<file path="src/rtl/utf8e_pkg.sv">
// Shared constants and types of the bounded UTF-8 character encoder.
package utf8e_pkg;

    localparam int CpW      = 31;
    localparam int ByteW    = 8;
    localparam int MaxBytes = 6;
    localparam int CntW     = 3;
    localparam int CapW     = 17;
    localparam int AddrW    = 3;
    localparam int DataW    = 32;

    // Register index taken from paddr[2]
    localparam logic [0:0] RegCapacity = 1'b0;
    localparam logic [CapW-1:0] CapReset = 17'd256;

    // Range limits of the byte-count classes
    localparam logic [CpW-1:0] Lim1 = 31'h80;
    localparam logic [CpW-1:0] Lim2 = 31'h800;
    localparam logic [CpW-1:0] Lim3 = 31'h10000;
    localparam logic [CpW-1:0] Lim4 = 31'h200000;
    localparam logic [CpW-1:0] Lim5 = 31'h4000000;

    // Lead-byte marks and continuation mark
    localparam logic [ByteW-1:0] LeadMark2 = 8'hC0;
    localparam logic [ByteW-1:0] LeadMark3 = 8'hE0;
    localparam logic [ByteW-1:0] LeadMark4 = 8'hF0;
    localparam logic [ByteW-1:0] LeadMark5 = 8'hF8;
    localparam logic [ByteW-1:0] LeadMark6 = 8'hFC;
    localparam logic [ByteW-1:0] ContMark  = 8'h80;

    // Byte counts
    localparam logic [CntW-1:0] Cnt1 = 3'd1;
    localparam logic [CntW-1:0] Cnt2 = 3'd2;
    localparam logic [CntW-1:0] Cnt3 = 3'd3;
    localparam logic [CntW-1:0] Cnt4 = 3'd4;
    localparam logic [CntW-1:0] Cnt5 = 3'd5;
    localparam logic [CntW-1:0] Cnt6 = 3'd6;

    // One encoded character: bytes in send order from index 0
    typedef struct packed {
        logic [MaxBytes-1:0][ByteW-1:0] bytes;
        logic [CntW-1:0]                count;
        logic                           dropped;
    } beat_t;

endpackage

</file>
<file path="src/rtl/utf8e_encode.sv">
// Byte-count classing, fit test and UTF-8 byte building for one code point.
module utf8e_encode (
    input  logic [utf8e_pkg::CpW-1:0]  code_point,
    input  logic [utf8e_pkg::CapW-1:0] bytes_used,
    input  logic [utf8e_pkg::CapW-1:0] capacity,
    output utf8e_pkg::beat_t           beat,
    output logic [utf8e_pkg::CapW-1:0] used_next
);
    import utf8e_pkg::*;

    logic [CntW-1:0]                n;
    logic [CapW:0]                  total;
    logic                           drop;
    logic [MaxBytes-1:0][ByteW-1:0] enc;

    // Class the code point by its byte count; zero takes the two-byte form
    always_comb
    begin
        if (code_point == '0)
            n = Cnt2;
        else if (code_point < Lim1)
            n = Cnt1;
        else if (code_point < Lim2)
            n = Cnt2;
        else if (code_point < Lim3)
            n = Cnt3;
        else if (code_point < Lim4)
            n = Cnt4;
        else if (code_point < Lim5)
            n = Cnt5;
        else
            n = Cnt6;
    end

    // Drop when the bytes plus the terminator slot would overrun capacity
    assign total = {1'b0, bytes_used} + {{(CapW+1-CntW){1'b0}}, n} + (CapW+1)'(1);
    assign drop  = total > {1'b0, capacity};

    // Build the bytes, most significant first
    always_comb
    begin
        enc = '0;
        case (n)
            Cnt1:
            begin
                enc[0] = {1'b0, code_point[6:0]};
            end
            Cnt2:
            begin
                enc[0] = LeadMark2 | {3'b0, code_point[10:6]};
                enc[1] = ContMark | {2'b0, code_point[5:0]};
            end
            Cnt3:
            begin
                enc[0] = LeadMark3 | {4'b0, code_point[15:12]};
                enc[1] = ContMark | {2'b0, code_point[11:6]};
                enc[2] = ContMark | {2'b0, code_point[5:0]};
            end
            Cnt4:
            begin
                enc[0] = LeadMark4 | {5'b0, code_point[20:18]};
                enc[1] = ContMark | {2'b0, code_point[17:12]};
                enc[2] = ContMark | {2'b0, code_point[11:6]};
                enc[3] = ContMark | {2'b0, code_point[5:0]};
            end
            Cnt5:
            begin
                enc[0] = LeadMark5 | {6'b0, code_point[25:24]};
                enc[1] = ContMark | {2'b0, code_point[23:18]};
                enc[2] = ContMark | {2'b0, code_point[17:12]};
                enc[3] = ContMark | {2'b0, code_point[11:6]};
                enc[4] = ContMark | {2'b0, code_point[5:0]};
            end
            default:
            begin
                enc[0] = LeadMark6 | {7'b0, code_point[30]};
                enc[1] = ContMark | {2'b0, code_point[29:24]};
                enc[2] = ContMark | {2'b0, code_point[23:18]};
                enc[3] = ContMark | {2'b0, code_point[17:12]};
                enc[4] = ContMark | {2'b0, code_point[11:6]};
                enc[5] = ContMark | {2'b0, code_point[5:0]};
            end
        endcase
    end

    // A dropped character becomes a single zero byte with the flag set
    always_comb
    begin
        if (drop)
        begin
            beat.bytes   = '0;
            beat.count   = Cnt1;
            beat.dropped = 1'b1;
            used_next    = bytes_used;
        end
        else
        begin
            beat.bytes   = enc;
            beat.count   = n;
            beat.dropped = 1'b0;
            used_next    = bytes_used + {{(CapW-CntW){1'b0}}, n};
        end
    end

endmodule

</file>
<file path="src/rtl/utf8e_emit.sv">
// Output register that sends the bytes of one encoded character, one per transaction.
module utf8e_emit (
    input  logic                        clk,
    input  logic                        rst_n,
    input  logic                        load,
    input  utf8e_pkg::beat_t            beat,
    output logic                        ready,
    output logic                        m_axis_tvalid,
    input  logic                        m_axis_tready,
    output logic [utf8e_pkg::ByteW-1:0] m_axis_tdata,  // out_byte[7:0]
    output logic                        m_axis_tlast,
    output logic                        m_axis_tuser   // dropped
);
    import utf8e_pkg::*;

    logic [MaxBytes-1:0][ByteW-1:0] bytes_reg;
    logic [MaxBytes-1:0][ByteW-1:0] bytes_next;
    logic [CntW-1:0]                cnt_reg;
    logic [CntW-1:0]                cnt_next;
    logic                           dropped_reg;
    logic                           dropped_next;
    logic                           take;

    assign take  = m_axis_tvalid && m_axis_tready;
    // Free for a new character when empty or when the final byte leaves now
    assign ready = (cnt_reg == '0) || ((cnt_reg == Cnt1) && m_axis_tready);

    // Load a new character, or advance to the next byte on each transaction
    always_comb
    begin
        bytes_next   = bytes_reg;
        cnt_next     = cnt_reg;
        dropped_next = dropped_reg;
        if (load)
        begin
            bytes_next   = beat.bytes;
            cnt_next     = beat.count;
            dropped_next = beat.dropped;
        end
        else if (take)
        begin
            bytes_next = bytes_reg >> ByteW;
            cnt_next   = cnt_reg - Cnt1;
        end
    end

    always_ff @(posedge clk or negedge rst_n)
    begin
        if (!rst_n)
        begin
            cnt_reg     <= '0;
            dropped_reg <= 1'b0;
        end
        else
        begin
            cnt_reg     <= cnt_next;
            dropped_reg <= dropped_next;
        end
    end

    always_ff @(posedge clk)
    begin
        bytes_reg <= bytes_next;
    end

    assign m_axis_tvalid = cnt_reg != '0;
    assign m_axis_tdata  = bytes_reg[0];
    assign m_axis_tlast  = cnt_reg == Cnt1;
    assign m_axis_tuser  = dropped_reg;

    a_cnt_bound: assert property (@(posedge clk) disable iff (!rst_n)
        cnt_reg <= Cnt6)
        else $error("byte count above six");

    a_drop_single: assert property (@(posedge clk) disable iff (!rst_n)
        (m_axis_tvalid && m_axis_tuser) |-> (m_axis_tlast && m_axis_tdata == '0))
        else $error("dropped result is not a single zero byte");

    a_run_continues: assert property (@(posedge clk) disable iff (!rst_n)
        (take && !m_axis_tlast) |=> m_axis_tvalid)
        else $error("character run cut short");

    a_load_shows: assert property (@(posedge clk) disable iff (!rst_n)
        load |=> (m_axis_tvalid && cnt_reg == $past(beat.count)))
        else $error("loaded character not presented");

endmodule

</file>
<file path="src/rtl/utf8_char_encoder_bounded_core.sv">
// Top level of the bounded UTF-8 character encoder: input stage, registers and byte count.
//
// Usage:
//   s_axis carries one code point per transaction in tdata[30:0]. m_axis
//   returns the UTF-8 bytes of each character, lead byte first, one byte per
//   transaction in tdata[7:0]; tlast marks the final byte of a character and
//   tuser marks a dropped character (a single zero byte with tlast set).
//   Code point zero is sent as C0 80. A running byte count is kept against
//   the capacity register (APB, byte address 0, reset 256), which reserves
//   one terminator slot; a character that would not fit is dropped and the
//   count stays put. Write capacity only while the block is idle.
// Timing:
//   A code point passes the input register, then the output register, before
//   its first byte. An n-byte character holds the single output register for
//   n transactions: one-byte characters go at one per cycle while the receiver
//   does not stall, others at one per n transactions, set by the byte-wide port.
// Reset and stall:
//   Reset clears the byte count, sets capacity to 256 and empties both
//   stages. When the receiver stalls, the output holds its byte and the
//   input register holds one pending code point before tready drops.
module utf8_char_encoder_bounded_core (
    input  logic                        clk,
    input  logic                        rst_n,
    input  logic                        s_axis_tvalid,
    output logic                        s_axis_tready,
    input  logic [utf8e_pkg::DataW-1:0] s_axis_tdata,  // code_point[30:0], zero[31]
    output logic                        m_axis_tvalid,
    input  logic                        m_axis_tready,
    output logic [utf8e_pkg::ByteW-1:0] m_axis_tdata,  // out_byte[7:0]
    output logic                        m_axis_tlast,
    output logic                        m_axis_tuser,  // dropped
    input  logic                        psel,
    input  logic                        penable,
    input  logic                        pwrite,
    input  logic [utf8e_pkg::AddrW-1:0] paddr,
    input  logic [utf8e_pkg::DataW-1:0] pwdata,
    output logic [utf8e_pkg::DataW-1:0] prdata,
    output logic                        pready
);
    import utf8e_pkg::*;

    logic [CpW-1:0]  cp_reg;
    logic [CpW-1:0]  cp_next;
    logic            in_valid_reg;
    logic            in_valid_next;
    logic [CapW-1:0] capacity_reg;
    logic [CapW-1:0] capacity_next;
    logic [CapW-1:0] used_reg;
    logic [CapW-1:0] used_next;
    logic [CapW-1:0] used_enc;
    logic            emit_ready;
    logic            load;
    logic            in_take;
    logic            cfg_write;
    beat_t           beat;

    // Configuration port
    assign pready    = 1'b1;
    assign cfg_write = psel && penable && pwrite && pready && (paddr[2] == RegCapacity);
    assign prdata    = (paddr[2] == RegCapacity) ? {{(DataW-CapW){1'b0}}, capacity_reg} : '0;
    assign capacity_next = cfg_write ? pwdata[CapW-1:0] : capacity_reg;

    // Input stage: hold one code point until the output side takes it
    assign load          = in_valid_reg && emit_ready;
    assign s_axis_tready = !in_valid_reg || emit_ready;
    assign in_take       = s_axis_tvalid && s_axis_tready;

    always_comb
    begin
        cp_next       = cp_reg;
        in_valid_next = in_valid_reg;
        if (in_take)
        begin
            cp_next       = s_axis_tdata[CpW-1:0];
            in_valid_next = 1'b1;
        end
        else if (load)
        begin
            in_valid_next = 1'b0;
        end
    end

    // Advance the byte count when a character is handed to the output
    assign used_next = load ? used_enc : used_reg;

    always_ff @(posedge clk or negedge rst_n)
    begin
        if (!rst_n)
        begin
            in_valid_reg <= 1'b0;
            capacity_reg <= CapReset;
            used_reg     <= '0;
        end
        else
        begin
            in_valid_reg <= in_valid_next;
            capacity_reg <= capacity_next;
            used_reg     <= used_next;
        end
    end

    always_ff @(posedge clk)
    begin
        cp_reg <= cp_next;
    end

    utf8e_encode u_encode (
        .code_point (cp_reg),
        .bytes_used (used_reg),
        .capacity   (capacity_reg),
        .beat       (beat),
        .used_next  (used_enc)
    );

    utf8e_emit u_emit (
        .clk           (clk),
        .rst_n         (rst_n),
        .load          (load),
        .beat          (beat),
        .ready         (emit_ready),
        .m_axis_tvalid (m_axis_tvalid),
        .m_axis_tready (m_axis_tready),
        .m_axis_tdata  (m_axis_tdata),
        .m_axis_tlast  (m_axis_tlast),
        .m_axis_tuser  (m_axis_tuser)
    );

endmodule
</file>
<file path="config.mk">
export PLATFORM = sky130hd
export DESIGN_NAME = utf8_char_encoder_bounded_core
export DESIGN_NICKNAME = d
export VERILOG_FILES = /design/src/rtl/utf8e_pkg.sv /design/src/rtl/utf8e_encode.sv /design/src/rtl/utf8e_emit.sv /design/src/rtl/utf8_char_encoder_bounded_core.sv
export SDC_FILE = /design/constraint.sdc
export NUM_CORES = 1
export LEC_CHECK = 0
export BUFFER_PORTS_ARGS = -buffer_cell sky130_fd_sc_hd__buf_2
export CORE_MARGIN = 2
export CORE_UTILIZATION = 55
export DETAILED_ROUTE_END_ITERATION = 16
export HOLD_SLACK_MARGIN = 0.02
export PLACE_DENSITY = 0.8
export SLEW_MARGIN = 20
export SYNTH_ARGS = -nofsm -noshare
export SYNTH_HDL_FRONTEND = slang
export SYNTH_HIERARCHICAL = 1
export SYNTH_SLANG_ARGS = --single-unit
</file>
<file path="constraint.sdc">
create_clock -name clk -period 7.5 [get_ports clk]
set_input_delay 1.5 -clock clk [delete_from_list [all_inputs] [get_ports clk]]
set_output_delay 1.5 -clock clk [all_outputs]
set_load 0.05 [all_outputs]
</file>
==> impl_metrics.csv <==
group,metric,value,unit
place,dpl.hpwl,10.26,mm
clocking,clock-sinks,118,
place,io_buffers,84,
clocking,numCtsBuffers,17,
logic_synthesis,synthArstFlopShare,0.3305,
place,finalWeightedCongestion,0.9063,
layout,syn2layout_area_growth,13.56,%
drt,ant_nets,0,
worst_setup_path,criticalPathCategory,"flop to flop",
layout,fillers,979,
logic_synthesis,synth_edf_count,79,
run,max_cap_violations,0,
power,ir_drop,0.0002330,V
power,power.leakage,0.003421,uW
drt,wire_per_inst,17.00,um
layout,drive_gt1_frac,0.2897,
logic_synthesis,synth_area,0.007020,mm2
clocking,htree_levels,4,
floorplanning,ioPinCount,119,
worst_setup_path,worst_ep_arrival_time,6720,ps
global_routing,grt_max_degree,59,
worst_setup_path,crit_required,7790,ps
logic_synthesis,ys_warn_count,6,
logic_synthesis,ys_seq_area_frac,0.4771,
logic_synthesis,ys_types,53,
outcome,outcome,"finished clean",
drt,drt_iter0_drc,549,
floorplanning,coreArea,0.01252,mm2
drt,avgViaCountPerCell,5.675,
timing,max_slew_margin,0.2338,
floorplanning,die_h,117.0,um
logic_synthesis,synth_area_per_cell,11.04,um2
timing,fmax,0.1554,GHz
worst_setup_path,cp-end-kind,"flop",
layout,nNetsFinal,805,
global_routing,grt_pass1_wl,24.21,mm
layout,largest_reg_flops,40,
timing,setup_violations,0,
drt,route.met2.wl,7.330,mm
clocking,cts_buffer_depth,2,
drt,wl_met1,6.425,mm
power,powerDensity,392.4,mW/mm2
logic_synthesis,synth_top_flop_cell,"edfxtp_1",
layout,n_antenna_cell,0,
timing,fin_skew,6.646,ps
clocking,post_cts.repair.setup_buffers,0,
clocking,cts_tree,"yes",
drt,dr.max_layer_used,"met4",
global_routing,grt_overflow,0,
logic_synthesis,synth-seq-cells,118,
timing,drv_slew,0,
drt,finalWirelength,15.13,mm
floorplanning,dieArea,0.01368,mm2
worst_setup_path,path_max_fanout,41,
timing,tightest_slew,1145,ps
layout,fin_cells,890,
floorplanning,initial_utilization,0.5609,
timing,setup_slack,1067,ps
timing,finalHoldViolCount,0,
clocking,cts-root-buf,"clkbuf_16",
drt,drcViolationCount,0,
drt,wl_met3,1.175,mm
global_routing,grtUsageTotal,0.2324,
place,dpl_worst_slack,1227,ps
timing,layout_min_cycle_time,6433,ps
timing,rsz0062_at_grt,"no",
drt,firstDrtPassIters,7,
drt,via_count,5051,
floorplanning,die_x,117.0,um
global_routing,first_global_vias,4902,
logic_synthesis,syn-instance-count,636,
timing,setup_tns,0,ps
place,dp_cells,858,
clocking,hold_buffers,0,
global_routing,antenna_found_initial,1,
clocking,post_cts_resized,0,
floorplanning,core.rowCount,41,
hold_path,hold_class,"flop to flop",
worst_setup_path,start_kind,"flop",
clocking,path_clk_slew,60,ps
clocking,insertion_delay,430,ps
timing,finalCritPeriodShare,0.8577,
## synth_stat cells (2+ instances only)
| cell type | instances | area [um2] |
|---|---|---|
| ha_1 | 24 | 300.3 |
| a211oi_1 | 6 | 45.04 |
| mux2_4 | 10 | 150.1 |
| or2_2 | 2 | 12.51 |
| conb_1 | 3 | 11.26 |
| mux2_2 | 66 | 743.2 |
| a31oi_1 | 2 | 12.51 |
| xnor2_1 | 8 | 70.07 |
| xor2_1 | 22 | 192.7 |
| a211o_1 | 2 | 17.52 |
| a221o_1 | 11 | 110.1 |
| a21oi_1 | 31 | 155.2 |
| buf_6 | 3 | 33.78 |
| nor4_1 | 8 | 50.05 |
| buf_4 | 35 | 262.8 |
| a221oi_1 | 11 | 96.34 |
| fa_1 | 2 | 40.04 |
| nor3_2 | 2 | 20.02 |
| nor4b_1 | 2 | 17.52 |
| nand2b_1 | 4 | 25.02 |
| nand3_1 | 2 | 10.01 |
| nand2_1 | 49 | 183.9 |
| clkbuf_1 | 12 | 45.04 |
| and2_1 | 15 | 93.84 |
| dfrtp_1 | 38 | 950.9 |
| o21ai_0 | 21 | 105.1 |
| buf_2 | 8 | 40.04 |
| edfxtp_1 | 79 | 2372 |
| nor2_1 | 47 | 176.4 |
| or3_1 | 3 | 18.77 |
| nor3_1 | 22 | 110.1 |
| nor3b_1 | 2 | 15.01 |
| and2b_1 | 7 | 52.55 |
| inv_1 | 30 | 112.6 |
| nor2b_1 | 15 | 93.84 |
| and3_1 | 10 | 62.56 |
| nand4_1 | 6 | 37.54 |
## per-stage QoR
step	hold slack (ps)	power, uW	instance area, um2	util
5_1_grt	546.5	3303	7973	0.6369
3_3_place_gp	510.7	2257	7390	0.5904
2_1_floorplan	473.9	2103	7088	-
6_report	526.4	3128	7973	0.6369
3_5_place_dp	511.7	2326	7390	0.5904
4_1_cts	526.0	3141	7971	0.6368
## cells by family after synthesis
logic type | synth area share
AOI/OAI and AO/OA | 0.08929
xor gates and xnor gates | 0.03743
adders and majority gates | 0.04848
buffers and inverters | 0.07093
DFF | 0.4771
muxes | 0.1272
other | 0.001604
and+or+nand+nor | 0.1479
## worst max-delay path: stages (launching register included)
cell and delay (ps):
edfxtp_1 510, nor4_1 500, a21boi_1 410, nand2_1 80, a31oi_1 500, inv_1 120
ha_1 330, nor2b_1 120, o21ai_0 150, and2_1 260, or2_2 360, nor2_1 120
xor2_1 230, ha_1 300, a211oi_1 280, o221ai_1 170, a21oi_1 140, a21oi_1 80
buf_4 200, nor2_2 350, inv_2 400, a311oi_1 420, mux2_2 240
## final timing paths
check                                                start                               end  slack (ps)  cells past startpoint
min reg2reg                u_emit/m_axis_tuser$_DFFE_PN0P_   u_emit/m_axis_tuser$_DFFE_PN0P_         530                      1
min                        u_emit/m_axis_tuser$_DFFE_PN0P_   u_emit/m_axis_tuser$_DFFE_PN0P_         530                      1
max                                    cp_reg[9]$_DFFE_PP_  u_emit/m_axis_tdata[1]$_DFFE_PP_        1070                     22
max in group asynchronous                            rst_n       capacity_reg[5]$_DFFE_PN0P_        5740                      1
max reg2reg                            cp_reg[9]$_DFFE_PP_  u_emit/m_axis_tdata[1]$_DFFE_PP_        1070                     22
min in group asynchronous                            rst_n           used_reg[8]$_DFFE_PN0P_        1200                      1
## routing by layer
metal,track usage,vias up
li1,-,2374
met1,0.3044,2427
met2,0.3730,228
met3,0.06488,22
met4,0.08235,0
met5,0,-
## area by class of cell
| cell class | instances | area (um2) | area share |
|---|---|---|---|
| multi-input cells | 447 | 3243 | 0.4068 |
| inverters | 31 | 117.6 | 0.01475 |
| well taps | 172 | 215.2 | 0.02699 |
| flip-flops and latches | 118 | 3349 | 0.4201 |
| clock buffers | 19 | 432.9 | 0.05430 |
| clock inverters | 13 | 148.9 | 0.01868 |
| repair buffers | 90 | 465.4 | 0.05838 |
## cells in the final DEF (no fill, tap or decap), types with 17 or more instances in the layout
cell	n
o21ai_0	21
edfxtp_1	79
buf_2	84
conb_1	21
ha_1	24
xor2_1	22
nor3_1	22
mux2_2	66
a21oi_1	31
clkbuf_16	17
inv_1	29
nand2_1	49
dfrtp_1	38
nor2_1	47
## where the power goes
part / switching [uW] / leakage, uW / total, uW / internal, uW
combinational: 677 / 0.00189 / 1140 / 461
clock: 309 / 0.000275 / 801 / 492
sequential: 150 / 0.00125 / 1190 / 1040
No activity file was read; power rests on OpenSTA's default activity.
